File: src/rtl/core/sdspi_pkg.sv
// Shared types and constants for the SD card SPI host engine.
package sdspi_pkg;

	localparam int unsigned SectorBytes = 512;
	localparam int unsigned DummyBytes  = 10;
	localparam int unsigned CntW        = $clog2(SectorBytes + 1);

	typedef enum logic [1:0] {
		FUNC_INIT  = 2'd0,
		FUNC_READ  = 2'd1,
		FUNC_WRITE = 2'd2,
		FUNC_XCHG  = 2'd3
	} func_t;

	typedef enum logic [2:0] {
		CFG_POLL  = 3'd0,
		CFG_RST   = 3'd1,
		CFG_IFC   = 3'd2,
		CFG_OPC   = 3'd3,
		CFG_TOKEN = 3'd4,
		CFG_BUSY  = 3'd5
	} cfg_idx_t;

	typedef enum logic [1:0] {
		ST_OK       = 2'd0,
		ST_REJECT   = 2'd1,
		ST_TIMEOUT  = 2'd2,
		ST_WR_ERROR = 2'd3
	} status_t;

	typedef enum logic [4:0] {
		PH_IDLE, PH_DUMMY, PH_CMD_SEND, PH_CMD_POLL, PH_CMD_OCR, PH_CMD_TAIL,
		PH_GAP, PH_RD_TOKEN, PH_RD_DATA, PH_RD_TAIL, PH_WR_TOKEN, PH_WR_DATA,
		PH_WR_CRC, PH_WR_RESP, PH_WR_BUSY1, PH_WR_GAP, PH_WR_BUSY2
	} phase_t;

	// One classified item as it travels from the front to the sequencer.
	typedef struct packed {
		func_t       func;
		logic [31:0] block_number;
		logic [7:0]  miso_byte;
		logic [7:0]  write_byte;
	} item_t;

	// One result item.
	typedef struct packed {
		logic [7:0] mosi_byte;
		logic       exchange_request;
		logic       card_select;
		logic       need_write_data;
		logic [7:0] read_byte;
		logic       read_valid;
		logic       op_done;
		status_t    op_status;
		logic       card_is_sdhc;
	} result_t;

	// Configuration limits.
	typedef struct packed {
		logic [7:0]  poll;
		logic [7:0]  rst;
		logic [7:0]  ifc;
		logic [11:0] opc;
		logic [15:0] token;
		logic [15:0] busy;
	} limits_t;

endpackage

File: src/rtl/core/sdspi_fifo.sv
// Two-entry queue between the front and the sequencer.
module sdspi_fifo (
	input  logic               clk,
	input  logic               arst_n,
	input  logic               wr_en,
	input  sdspi_pkg::item_t   wr_data,
	output logic               full,
	input  logic               rd_en,
	output sdspi_pkg::item_t   rd_data,
	output logic               empty
);

	sdspi_pkg::item_t mem_q [2];
	logic       wp_q, rp_q;
	logic [1:0] cnt_q;

	assign full    = cnt_q == 2'd2;
	assign empty   = cnt_q == 2'd0;
	assign rd_data = mem_q[rp_q];

	// Storage is written at the write pointer.
	always_ff @(posedge clk) begin
		if (wr_en) begin
			mem_q[wp_q] <= wr_data;
		end
	end

	// Pointers and fill level.
	always_ff @(posedge clk or negedge arst_n) begin
		if (!arst_n) begin
			wp_q  <= 1'b0;
			rp_q  <= 1'b0;
			cnt_q <= 2'd0;
		end else begin
			if (wr_en) wp_q <= ~wp_q;
			if (rd_en) rp_q <= ~rp_q;
			cnt_q <= cnt_q + {1'b0, wr_en} - {1'b0, rd_en};
		end
	end

endmodule

File: src/rtl/core/sdspi_front.sv
// Input front: takes item beats and the configuration port.
module sdspi_front (
	input  logic               clk,
	input  logic               arst_n,
	input  logic               push,
	output logic               full,
	input  logic [1:0]         func,
	input  logic [31:0]        block_number,
	input  logic [7:0]         miso_byte,
	input  logic [7:0]         write_byte,
	input  logic               cfg_we,
	input  logic [2:0]         cfg_index,
	input  logic [15:0]        cfg_data,
	output sdspi_pkg::limits_t limits,
	output logic               q_wr,
	output sdspi_pkg::item_t   q_data,
	input  logic               q_full
);

	sdspi_pkg::limits_t lim_q;

	assign full   = q_full;
	assign q_wr   = push && !q_full;
	assign q_data = '{func: sdspi_pkg::func_t'(func), block_number: block_number,
		miso_byte: miso_byte, write_byte: write_byte};
	assign limits = lim_q;

	// Configuration registers.
	always_ff @(posedge clk or negedge arst_n) begin
		if (!arst_n) begin
			lim_q <= '{poll: 8'd254, rst: 8'd32, ifc: 8'd254, opc: 12'd4094,
				token: 16'd65534, busy: 16'd65534};
		end else if (cfg_we) begin
			unique case (cfg_index)
				sdspi_pkg::CFG_POLL:  lim_q.poll  <= cfg_data[7:0];
				sdspi_pkg::CFG_RST:   lim_q.rst   <= cfg_data[7:0];
				sdspi_pkg::CFG_IFC:   lim_q.ifc   <= cfg_data[7:0];
				sdspi_pkg::CFG_OPC:   lim_q.opc   <= cfg_data[11:0];
				sdspi_pkg::CFG_TOKEN: lim_q.token <= cfg_data;
				sdspi_pkg::CFG_BUSY:  lim_q.busy  <= cfg_data;
				default: ;
			endcase
		end
	end

endmodule

File: src/rtl/core/sdspi_seq.sv
// Back-end sequencer: one queued item in, one result beat out.
module sdspi_seq (
	input  logic               clk,
	input  logic               arst_n,
	input  sdspi_pkg::limits_t limits,
	input  logic               q_empty,
	input  sdspi_pkg::item_t   q_data,
	output logic               q_rd,
	output logic               empty,
	input  logic               pop,
	output sdspi_pkg::result_t result
);

	localparam logic [sdspi_pkg::CntW-1:0] SecLast = sdspi_pkg::CntW'(sdspi_pkg::SectorBytes);
	localparam logic [sdspi_pkg::CntW-1:0] DumLast = sdspi_pkg::CntW'(sdspi_pkg::DummyBytes);

	sdspi_pkg::phase_t  phase_q, phase_d;
	logic [1:0]  kind_q, kind_d;
	logic [11:0] retry_q, retry_d;
	logic [15:0] wait_q, wait_d;
	logic [sdspi_pkg::CntW-1:0] bcnt_q, bcnt_d, bcnt_inc;
	logic [5:0]  cidx_q, cidx_d;
	logic [31:0] carg_q, carg_d;
	logic        sdhc_q, sdhc_d, v2_q, v2_d;
	logic [7:0]  last_q, last_d;
	sdspi_pkg::result_t res, res_q;
	logic        full_q;
	logic        step;
	logic [7:0]  r;

	// Result holding register; a beat is taken when the slot is free or being popped.
	assign empty  = !full_q;
	assign result = res_q;
	assign step   = !q_empty && (!full_q || pop);
	assign q_rd   = step;
	assign r      = q_data.miso_byte;
	assign bcnt_inc = bcnt_q + 1'b1;

	function automatic logic [7:0] frame(input logic [5:0] idx, input logic [31:0] arg,
			input logic [sdspi_pkg::CntW-1:0] k);
		logic [7:0] b;
		case (k)
			0: b = {2'b01, idx};
			1: b = arg[31:24];
			2: b = arg[23:16];
			3: b = arg[15:8];
			4: b = arg[7:0];
			default: b = (idx == 6'd8) ? 8'h87 : 8'h95;
		endcase
		return b;
	endfunction

	// Next state and result for one item.
	always_comb begin
		logic [31:0] a;
		logic        go_cmd;
		logic [5:0]  ni;
		logic [31:0] na;
		phase_d = phase_q; kind_d = kind_q; retry_d = retry_q; wait_d = wait_q;
		bcnt_d = bcnt_q; cidx_d = cidx_q; carg_d = carg_q; sdhc_d = sdhc_q;
		v2_d = v2_q; last_d = last_q;
		go_cmd = 1'b0; ni = '0; na = '0;
		res = '{mosi_byte: 8'hFF, exchange_request: 1'b0, card_select: 1'b0,
			need_write_data: 1'b0, read_byte: 8'h00, read_valid: 1'b0,
			op_done: 1'b0, op_status: sdspi_pkg::ST_OK, card_is_sdhc: 1'b0};
		a = sdhc_q ? q_data.block_number : {q_data.block_number[22:0], 9'd0};
		if (q_data.func != sdspi_pkg::FUNC_XCHG) begin
			kind_d = q_data.func; retry_d = '0; wait_d = '0;
			if (q_data.func == sdspi_pkg::FUNC_INIT) begin
				v2_d = 1'b1; phase_d = sdspi_pkg::PH_DUMMY; bcnt_d = '0;
				res.exchange_request = 1'b1;
			end else begin
				go_cmd = 1'b1;
				ni = (q_data.func == sdspi_pkg::FUNC_READ) ? 6'd17 : 6'd24;
				na = a;
			end
		end else begin
			unique case (phase_q)
				sdspi_pkg::PH_DUMMY: begin
					bcnt_d = bcnt_inc;
					if (bcnt_inc < DumLast) res.exchange_request = 1'b1;
					else begin retry_d = '0; go_cmd = 1'b1; ni = 6'd0; na = '0; end
				end
				sdspi_pkg::PH_CMD_SEND: begin
					bcnt_d = bcnt_inc; res.exchange_request = 1'b1; res.card_select = 1'b1;
					if (bcnt_inc < 6) res.mosi_byte = frame(cidx_q, carg_q, bcnt_inc);
					else begin phase_d = sdspi_pkg::PH_CMD_POLL; wait_d = '0; end
				end
				sdspi_pkg::PH_CMD_POLL: begin
					res.exchange_request = 1'b1; res.card_select = 1'b1;
					if (r == 8'hFF && !(wait_q > {8'd0, limits.poll} || wait_q == 16'hFFFF))
						wait_d = wait_q + 1'b1;
					else begin
						last_d = r; bcnt_d = '0;
						phase_d = (r == 8'h00 && cidx_q == 6'd58) ? sdspi_pkg::PH_CMD_OCR
							: sdspi_pkg::PH_CMD_TAIL;
					end
				end
				sdspi_pkg::PH_CMD_OCR: begin
					if (bcnt_q == '0) sdhc_d = r[6];
					bcnt_d = bcnt_inc;
					if (bcnt_inc >= 4) phase_d = sdspi_pkg::PH_CMD_TAIL;
					res.exchange_request = 1'b1; res.card_select = 1'b1;
				end
				sdspi_pkg::PH_CMD_TAIL: begin
					if (kind_q != sdspi_pkg::FUNC_INIT) begin
						if (last_q != 8'h00) begin
							phase_d = sdspi_pkg::PH_IDLE; res.op_done = 1'b1;
							res.op_status = sdspi_pkg::ST_REJECT;
						end else if (kind_q == sdspi_pkg::FUNC_READ) begin
							phase_d = sdspi_pkg::PH_RD_TOKEN; wait_d = '0;
							res.exchange_request = 1'b1; res.card_select = 1'b1;
						end else begin
							phase_d = sdspi_pkg::PH_WR_TOKEN; bcnt_d = '0;
							res.exchange_request = 1'b1; res.card_select = 1'b1;
							res.mosi_byte = 8'hFE; res.need_write_data = 1'b1;
						end
					end else begin
						case (cidx_q)
							6'd0: begin
								if (last_q == 8'h01) begin
									phase_d = sdspi_pkg::PH_GAP; bcnt_d = '0;
									res.exchange_request = 1'b1;
								end else if (retry_q > {4'd0, limits.rst}) begin
									phase_d = sdspi_pkg::PH_IDLE; res.op_done = 1'b1;
									res.op_status = sdspi_pkg::ST_REJECT;
								end else begin
									retry_d = retry_q + 1'b1; go_cmd = 1'b1;
									ni = 6'd0; na = '0;
								end
							end
							6'd8: begin
								go_cmd = 1'b1;
								if (last_q == 8'h01) begin
									retry_d = '0; ni = 6'd55; na = '0;
								end else if (retry_q > {4'd0, limits.ifc}) begin
									v2_d = 1'b0; retry_d = '0; ni = 6'd55; na = '0;
								end else begin
									retry_d = retry_q + 1'b1; ni = 6'd8; na = 32'h000001AA;
								end
							end
							6'd55: begin
								go_cmd = 1'b1; ni = 6'd1; na = 32'h40000000;
							end
							6'd1: begin
								if (retry_q >= limits.opc) begin
									phase_d = sdspi_pkg::PH_IDLE; res.op_done = 1'b1;
									res.op_status = sdspi_pkg::ST_TIMEOUT;
								end else if (last_q != 8'h00) begin
									retry_d = retry_q + 1'b1; go_cmd = 1'b1;
									ni = 6'd55; na = '0;
								end else begin
									retry_d = '0; sdhc_d = 1'b0;
									if (v2_q) begin go_cmd = 1'b1; ni = 6'd58; na = '0; end
									else begin phase_d = sdspi_pkg::PH_IDLE; res.op_done = 1'b1; end
								end
							end
							default: begin
								if (last_q == 8'h00 || retry_q > 12'hFE) begin
									phase_d = sdspi_pkg::PH_IDLE; res.op_done = 1'b1;
								end else begin
									retry_d = retry_q + 1'b1; go_cmd = 1'b1;
									ni = 6'd58; na = '0;
								end
							end
						endcase
					end
				end
				sdspi_pkg::PH_GAP: begin
					bcnt_d = bcnt_inc;
					if (bcnt_inc < 2) res.exchange_request = 1'b1;
					else begin retry_d = '0; go_cmd = 1'b1; ni = 6'd8; na = 32'h000001AA; end
				end
				sdspi_pkg::PH_RD_TOKEN: begin
					if (r == 8'hFE) begin
						phase_d = sdspi_pkg::PH_RD_DATA; bcnt_d = '0;
						res.exchange_request = 1'b1; res.card_select = 1'b1;
					end else if (wait_q > limits.token || wait_q == 16'hFFFF) begin
						phase_d = sdspi_pkg::PH_IDLE; res.op_done = 1'b1;
						res.op_status = sdspi_pkg::ST_TIMEOUT;
					end else begin
						wait_d = wait_q + 1'b1;
						res.exchange_request = 1'b1; res.card_select = 1'b1;
					end
				end
				sdspi_pkg::PH_RD_DATA: begin
					res.read_byte = r; res.read_valid = 1'b1; bcnt_d = bcnt_inc;
					if (bcnt_inc >= SecLast) begin phase_d = sdspi_pkg::PH_RD_TAIL; bcnt_d = '0; end
					res.exchange_request = 1'b1; res.card_select = 1'b1;
				end
				sdspi_pkg::PH_RD_TAIL: begin
					bcnt_d = bcnt_inc;
					if (bcnt_inc < 3) begin
						res.exchange_request = 1'b1; res.card_select = 1'b1;
					end else begin phase_d = sdspi_pkg::PH_IDLE; res.op_done = 1'b1; end
				end
				sdspi_pkg::PH_WR_TOKEN: begin
					phase_d = sdspi_pkg::PH_WR_DATA; bcnt_d = '0;
					res.exchange_request = 1'b1; res.card_select = 1'b1;
					res.mosi_byte = q_data.write_byte; res.need_write_data = 1'b1;
				end
				sdspi_pkg::PH_WR_DATA: begin
					bcnt_d = bcnt_inc;
					res.exchange_request = 1'b1; res.card_select = 1'b1;
					if (bcnt_inc < SecLast) begin
						res.mosi_byte = q_data.write_byte;
						res.need_write_data = (bcnt_inc + 1'b1) < SecLast;
					end else begin phase_d = sdspi_pkg::PH_WR_CRC; bcnt_d = '0; end
				end
				sdspi_pkg::PH_WR_CRC: begin
					bcnt_d = bcnt_inc;
					if (bcnt_inc >= 2) phase_d = sdspi_pkg::PH_WR_RESP;
					res.exchange_request = 1'b1; res.card_select = 1'b1;
				end
				sdspi_pkg::PH_WR_RESP: begin
					if (r[4:0] != 5'h05) begin
						phase_d = sdspi_pkg::PH_IDLE; res.op_done = 1'b1;
						res.op_status = sdspi_pkg::ST_WR_ERROR;
					end else begin
						phase_d = sdspi_pkg::PH_WR_BUSY1; wait_d = '0;
						res.exchange_request = 1'b1; res.card_select = 1'b1;
					end
				end
				sdspi_pkg::PH_WR_BUSY1, sdspi_pkg::PH_WR_BUSY2: begin
					if (r != 8'h00) begin
						if (phase_q == sdspi_pkg::PH_WR_BUSY1) begin
							phase_d = sdspi_pkg::PH_WR_GAP; res.exchange_request = 1'b1;
						end else begin phase_d = sdspi_pkg::PH_IDLE; res.op_done = 1'b1; end
					end else if (wait_q > limits.busy || wait_q == 16'hFFFF) begin
						phase_d = sdspi_pkg::PH_IDLE; res.op_done = 1'b1;
						res.op_status = sdspi_pkg::ST_WR_ERROR;
					end else begin
						wait_d = wait_q + 1'b1;
						res.exchange_request = 1'b1; res.card_select = 1'b1;
					end
				end
				sdspi_pkg::PH_WR_GAP: begin
					phase_d = sdspi_pkg::PH_WR_BUSY2;
					res.exchange_request = 1'b1; res.card_select = 1'b1;
				end
				default: ;
			endcase
		end
		// Start of a command frame.
		if (go_cmd) begin
			cidx_d = ni; carg_d = na; bcnt_d = '0; phase_d = sdspi_pkg::PH_CMD_SEND;
			res.exchange_request = 1'b1; res.card_select = 1'b1;
			res.mosi_byte = {2'b01, ni};
		end
		res.card_is_sdhc = sdhc_d;
	end

	// Sequencer state.
	always_ff @(posedge clk or negedge arst_n) begin
		if (!arst_n) begin
			phase_q <= sdspi_pkg::PH_IDLE; kind_q <= '0; retry_q <= '0; wait_q <= '0;
			bcnt_q <= '0; cidx_q <= '0; carg_q <= '0; sdhc_q <= 1'b0; v2_q <= 1'b1;
			last_q <= 8'hFF; full_q <= 1'b0;
		end else begin
			if (step) begin
				phase_q <= phase_d; kind_q <= kind_d; retry_q <= retry_d; wait_q <= wait_d;
				bcnt_q <= bcnt_d; cidx_q <= cidx_d; carg_q <= carg_d; sdhc_q <= sdhc_d;
				v2_q <= v2_d; last_q <= last_d;
				full_q <= 1'b1;
			end else if (pop) begin
				full_q <= 1'b0;
			end
		end
	end

	// Result payload.
	always_ff @(posedge clk) begin
		if (step) res_q <= res;
	end

endmodule

File: src/rtl/core/sd_card_spi_host_engine.sv
// Top level of the SD card SPI-mode host engine.
// Usage: each input beat (push/full) is either a start request (init, read
// sector, write sector) or the report of one finished SPI byte exchange with
// the byte the card returned. Each input beat yields exactly one result beat
// (empty/pop) naming the next byte to shift out, chip select, whether a sector
// byte must come with the next report, a received sector byte, and completion
// status. Limits are set through the cfg_we/cfg_index/cfg_data write port
// while the engine is idle.
// Each beat passes through the queue and then the result register. Throughput:
// one item per cycle while results are popped; the sequencer updates all its
// state together for each item, and a two-entry queue separates the input
// front from it. Reset empties the queue and the result register and returns
// all limits to their defaults. When the result receiver stalls, the result
// register holds, the queue fills and full rises after two more beats.
module sd_card_spi_host_engine (
	input  logic        clk,
	input  logic        arst_n,
	input  logic        push,
	output logic        full,
	input  logic [1:0]  func,
	input  logic [31:0] block_number,
	input  logic [7:0]  miso_byte,
	input  logic [7:0]  write_byte,
	output logic        empty,
	input  logic        pop,
	output logic [7:0]  mosi_byte,
	output logic        exchange_request,
	output logic        card_select,
	output logic        need_write_data,
	output logic [7:0]  read_byte,
	output logic        read_valid,
	output logic        op_done,
	output logic [1:0]  op_status,
	output logic        card_is_sdhc,
	input  logic        cfg_we,
	input  logic [2:0]  cfg_index,
	input  logic [15:0] cfg_data
);

	sdspi_pkg::limits_t limits;
	sdspi_pkg::item_t   wdata, rdata;
	sdspi_pkg::result_t res;
	logic q_wr, q_full, q_rd, q_empty;

	sdspi_front u_front (
		.clk, .arst_n, .push, .full, .func, .block_number, .miso_byte, .write_byte,
		.cfg_we, .cfg_index, .cfg_data, .limits, .q_wr, .q_data(wdata), .q_full
	);

	sdspi_fifo u_fifo (
		.clk, .arst_n, .wr_en(q_wr), .wr_data(wdata), .full(q_full),
		.rd_en(q_rd), .rd_data(rdata), .empty(q_empty)
	);

	sdspi_seq u_seq (
		.clk, .arst_n, .limits, .q_empty, .q_data(rdata), .q_rd,
		.empty, .pop, .result(res)
	);

	// Result fields onto their ports.
	assign mosi_byte        = res.mosi_byte;
	assign exchange_request = res.exchange_request;
	assign card_select      = res.card_select;
	assign need_write_data  = res.need_write_data;
	assign read_byte        = res.read_byte;
	assign read_valid       = res.read_valid;
	assign op_done          = res.op_done;
	assign op_status        = res.op_status;
	assign card_is_sdhc     = res.card_is_sdhc;

endmodule

File: config.mk
export PLATFORM = sky130hd
export DESIGN_NAME = sd_card_spi_host_engine
export DESIGN_NICKNAME = d
export VERILOG_FILES = /design/src/rtl/core/sdspi_pkg.sv /design/src/rtl/core/sdspi_fifo.sv /design/src/rtl/core/sdspi_front.sv /design/src/rtl/core/sdspi_seq.sv /design/src/rtl/core/sd_card_spi_host_engine.sv
export SDC_FILE = /design/constraint.sdc
export NUM_CORES = 1
export LEC_CHECK = 0
export BUFFER_PORTS_ARGS = -buffer_cell sky130_fd_sc_hd__buf_2
export CAP_MARGIN = 20
export CELL_PAD_IN_SITES_DETAIL_PLACEMENT = 1
export CELL_PAD_IN_SITES_GLOBAL_PLACEMENT = 2
export CORE_MARGIN = 1
export CORE_UTILIZATION = 42
export CTS_CLUSTER_DIAMETER = 150
export CTS_CLUSTER_SIZE = 20
export DETAILED_ROUTE_END_ITERATION = 7
export PLACE_DENSITY = 0.88
export SETUP_SLACK_MARGIN = 0.15
export SLEW_MARGIN = 20
export SYNTH_ARGS = -nofsm -noshare
export SYNTH_HDL_FRONTEND = slang
export SYNTH_HIERARCHICAL = 1
export SYNTH_SLANG_ARGS = --single-unit
File: constraint.sdc
create_clock -name clk -period 4.52 [get_ports clk]
set_input_delay 0.452 -clock clk [delete_from_list [all_inputs] [get_ports clk]]
set_output_delay 0.452 -clock clk [all_outputs]
set_load 0.005 [all_outputs]
[Yosys cells after proc, flatten, opt, wreduce, memory -nomap -nowiden]
Memories as Yosys holds them, arrays and structs flattened.
Index checks and enable logic that the tools add are counted.
Cells by class
  add/sub/neg operators: 6
  magnitude comparators: 16
  equal/unequal tests: 79
  multiplexer cells: 173
  bitwise operators: 5
  reductions and logical operators: 52
Operators by type and width (number)
  16-bit two-way mux: 11
  32-bit two-way mux: 5
  12-bit two-way mux: 11
  32-bit case mux with 2 select lines: 2
  10-bit two-way mux: 12
  5-bit two-way mux: 23
  16-bit case mux with 6 select lines: 1
  10-bit case mux with 7 select lines: 1
  5-bit case mux with 13 select lines: 1
  6-bit two-way mux: 9
  1-bit two-way mux: 49
  12-bit case mux with 4 select lines: 1
  5-bit by 4-bit == test with 1-bit output (second input constant): 8
  8-bit two-way mux: 5
  8-bit case mux with 5 select lines: 1
  12-bit case mux with 3 select lines: 1
  3-bit by 2-bit != test with 1-bit output (second input constant): 11
  16-bit greater-than comparator: 2
  8-bit case mux with 4 select lines: 1
  4-bit by 3-bit != test with 1-bit output (second input constant): 7
  9-bit two-way mux: 3
  12-bit by 8-bit greater-than comparator with 1-bit output: 2
  3-bit two-way mux: 8
  6-bit case mux with 4 select lines: 1
  other kinds (85): 155
Word-level totals
  register bits after elaboration: 190
  RAM bits: 100
  input port bits: 74
  output and inout bits: 26
  logic and storage cells: 363
  memories kept: 1
Memories
  u_fifo.mem_q: words 2, width 50, rd ports 1, clocked after memory_dff 0, write ports 1, RTL line sdspi_fifo.sv:13  | sdspi_pkg::item_t mem_q [2];

[Longest topological paths before layout]
  word-level depth: 9
  mapped depth: 13
  depth with buffers taken out: 11

[Cells and area by module]
The synthesis kept the hierarchy.
Modules (own cells, without submodules)
  sdspi_seq: times used 1, cells each 1116, area an instance 9360.2 µm², sequential area each 3059.2 µm²
  sdspi_fifo: times used 1, cells each 171, area an instance 4057.6 µm², sequential area each 3103.0 µm²
  sdspi_front: times used 1, cells each 200, area an instance 3106.7 µm², sequential area each 1771.7 µm²

[Worst setup path after synthesis]
No wires, ideal clock.
  path kind: reg2reg
  start: register u_fifo.cnt_q[1]
  end: memory u_fifo/mem_q[0][0] (netlist bit), enable pin
  library setup time: 0.464 ns
  arrival: 3.020 ns
  data required time: 4.056 ns
  path slack: 1.036 ns
  stages on the path, launching flop included: 4
  path buffers: 0
  period minus slack after synthesis: 3.484 ns
  cell sequence: dfrtp_1 nor2b_1 nor2b_1 nor2b_1
Between the ends
  longest elaborated chain between the ends: 5
Ends and longest elaborated chain
  from (decl): RTL line sdspi_fifo.sv:15  | logic [1:0] cnt_q;
  from (signal assigned): RTL line sdspi_fifo.sv:37  | cnt_q <= cnt_q + {1'b0, wr_en} - {1'b0, rd_en};
  2-bit == test: RTL line sdspi_fifo.sv:17  | assign full = cnt_q == 2'd2;
  via q_full: RTL line sd_card_spi_host_engine.sv:43  | logic q_wr, q_full, q_rd, q_empty;
  1-bit logical NOT: RTL line sdspi_front.sv:23  | assign q_wr = push && !q_full;
  1-bit logical AND: RTL line sdspi_front.sv:23
  via q_wr: RTL line sd_card_spi_host_engine.sv:43
  1-bit two-way mux: RTL line sdspi_fifo.sv:23  | if (wr_en) begin
  1-bit two-way mux (not written as such): RTL line sdspi_fifo.sv:24  | mem_q[wp_q] <= wr_data;
  to (decl): RTL line sdspi_fifo.sv:13
The timed path passes the listed nets, and every way through them passes these cells.

==> impl_metrics.toml <==
[hold_path]
hold_end = "u_fifo/mem_q[1][48]$_DFFE_PP_"
worstHoldPathCells = 1
hp-class = "in2reg"
hold_path_startpoint = "func[0]"

[synthesis]
ys_seq_area_share_pct = 48.01
synthesis.area_um2 = 16520
synthArstFlopShare_pct = 57.09
yosys.area.top_type = "edfxtp_1"
ys.flop_type = "edfxtp_1"
syn_avg_cell_area_um2 = 11.11
synth-edff-count = 124
synth_nets = 1641
synth_warnings = 6
yosysUniqueCellTypes = 94
netlist_instances = 1487
netlist_top_cells_area = "edfxtp_1, dfrtp_1, dfstp_2, ha_1, mux2_4"
synth-seq-cells = 289
yosysTopAreaCellShare_pct = 22.53

[critical_path]
max_stage_delay_ps = 640
crit-reg2reg-launch = "u_seq/bcnt_q[0]$_DFFE_PN0P_"
cp_top_family = "simple AND/OR/NAND/NOR gates"
required_ps = 4780
cp_max_fo = 14
cp_data_arrival_time_ps = 4120
crit_path_start = "u_seq/bcnt_q[0]$_DFFE_PN0P_"
path_buf_inv = 0
cp-start-kind = "flop"
ff2ff_setup_slack_ps = 650
crit_slowest_cell = "dfrtp_1"
critPathKind = "reg2reg"
worstReg2RegEnd = "u_seq/result[18]$_DFFE_PP_"
cp-end-kind = "flop"
path_cells = "ha_2 > nand2_1 > nor2_1 > a31oi_2 > nor3_2 > a211oi_1 > a221oi_1 > nand2_1 > a221oi_1 > a21oi_1"
reg2reg_depth = 10

[route]
drt_wl_total_um = 43420
vias = 11710
drt_iter0_markers = 712
ant_nets = 0
viasPerCell = 5.740
drc = 0
routedWlPerCell_um = 21.29
dr.pass1.iters = 5

[clock_network]
htree_levels = 1
numClockSinks = 289
clk_pin_slew_ps = 90
cts_root_buffer = "clkbuf_16"
cts_tree = "built"
worstSkewPairLatency_ps = 530
numCtsBuffers = 18
ctsLongestPathBuffers = 3

[power_and_ir_drop]
comb_power_share_pct = 37.5
p_leak_uw = 0.007229
p_switching_uw = 3352
p_sw_share_pct = 36.94
p_int_uw = 5722
vdd_drop_max_mv = 0.4523
power_density_nw_per_um2 = 514.2
seq_power_share_pct = 43.9
pwr-share-clk_pct = 18.6

[grt]
grt_usage_pct = 21.67
grt_pass1_vias = 12510
grt_max_degree = 76
grt-ovfl-total = 0
antenna_found_initial = 2
grt_pass1_wl_um = 70090

[timing]
timing.final.ws_setup_ps = 653.6
slew_headroom_pct = 29.64
hold_violations = 0
max_freq_mhz = 258.6
skew_ps = 26.89
rsz0062_at_grt = "no"
layout_min_cycle_time_ps = 3866
worst_pin_slew_ps = 1051
maxSlewViolCount = 0
setup_violations = 0
fin_crit_sh_pct = 85.54
fin_tns_setup_ps = 0

[floorplanning]
die_h_um = 200.4
ioPinCount = 100
start_util_pct = 42.66
fp-row-count = 72
die_w_um = 200.4
design.core.area_um2 = 38740
die_area_um2 = 40140

[place]
place_hpwl_um = 31910
finalWeightedCongestion = 0.8892
dp_slack_ps = 648.3
port_buffers = 99

[layout]
drive_above_1_share_pct = 25.36
area_growth_pct = 6.792
fin_nets = 1665
antennaDiodeCount = 0

[outcome]
status = "completed"

[job]
cap_violations = 0
==> through the flow <==
stage / util [%] / instances / instance area, µm² / hold WS [ps] / power (µW)
6_report: 45.56 / 2040 / 17650 / 117.1 / 9074
2_1_floorplan: - / 1487 / 16520 / 156.4 / 6390
3_5_place_dp: 44.15 / 2008 / 17100 / 475.2 / 7408
4_1_cts: 45.55 / 2040 / 17640 / 95.78 / 9138
5_1_grt: 45.56 / 2040 / 17650 / 99.68 / 9588
3_3_place_gp: 44.15 / 2008 / 17100 / 463.3 / 7230
==> worst max path at each step <==
stage	endpoint	cells after the start	slack [ps]
CTS	u_seq/carg_q[7]$_DFFE_PN0P_	11	610
global placement	u_seq/carg_q[9]$_DFFE_PN0P_	12	870
global route	u_seq/carg_q[7]$_DFFE_PN0P_	12	330
floorplan	u_fifo/mem_q[0][0]$_DFFE_PP_	3	1040
finish	u_seq/result[18]$_DFFE_PP_	10	650
detailed placement	u_seq/carg_q[17]$_DFFE_PN0P_	12	650
==> per-layer routing <==
metal	vias up	routed length, µm	track usage, %
li1	5472	-	-
met1	5960	20800	31.31
met2	225	20140	34.98
met3	50	1765	2.636
met4	2	707	4.362
met5	-	8	0
==> synthesized netlist by cell type (22+ instances only) <==
master,number
inv_1,86
nor3_1,25
dfrtp_1,100
nand2_1,126
and2_1,22
mux2_4,59
o31ai_1,28
o21ai_0,60
mux2_2,73
clkbuf_1,40
dfstp_2,65
nand4_1,28
nand3_1,44
mux2i_1,27
buf_4,52
a21oi_1,80
nor2_1,73
edfxtp_1,124
ha_1,80
==> power groups by stage <==
stage               clock network [µW]  logic [µW]  registers [µW]
floorplan                            0        2580            3810
global placement                     0        3250            3980
detailed placement                   0        3380            4030
CTS                               1750        3400            3980
global route                      1830        3710            4050
finish                            1690        3410            3980
==> placed cells by master (no fill, tap or decap), drive strengths merged, types with 65 or more instances in the layout <==
| cell | count |
|---|---|
| dfrtp | 100 |
| mux2 | 137 |
| inv | 86 |
| o21ai | 68 |
| a21oi | 80 |
| edfxtp | 124 |
| ha | 80 |
| dfstp | 65 |
| buf | 123 |
| nor2 | 74 |
| nand2 | 128 |
==> kinds of logic after synthesis <==
group | share of synthesized area [%]
DFF | 48.01
buffers and inverters | 6.693
xor gates and xnor gates | 0.4619
muxes | 12.31
adders and majority gates | 6.057
and+or+nand+nor | 14.30
AOI/OAI and AO/OA | 12.17
==> repair_timing <==
item / 4_1_cts / 5_1_grt
endpoints found under the setup margin: 0 / 2
resized for setup: 0 / 1
hold endpoints to repair: 19 / 0
hold buffers: 1 / 0
buffers inserted: 0 / 0
==> flip-flops by register name, indices dropped and copies added, names as in the netlist, 2 cells and up <==
signal / cells
u_fifo/mem_q: 100
u_front/limits: 68
u_seq/carg_q: 32
u_seq/result: 24
u_seq/wait_q: 16
u_seq/retry_q: 12
u_seq/bcnt_q: 10
u_seq/last_q: 8
u_seq/cidx_q: 5
u_seq/phase_q: 5
u_fifo/cnt_q: 2
u_seq/kind_q: 2
==> area by class of cell <==
class,count,area (µm²)
Clock inverter,1,16.27
Multi-Input combinational cell,992,7503
Clock buffer,30,516.7
Inverter,86,322.8
Sequential cell,289,7935
Tap cell,518,648.1
Fill cell,4263,21090
Timing Repair Buffer,124,704.4
==> worst reg2reg max path, delay by kind of cell, from the launching register on <==
family                     cells  cell delay (ps)
AOI/OAI and AO/OA              5             1270
adders and majority gates      1              440
DFF                            1              640
and+or+nand+nor                4             1280
Note: power is estimated with default switching activity, not from simulation.
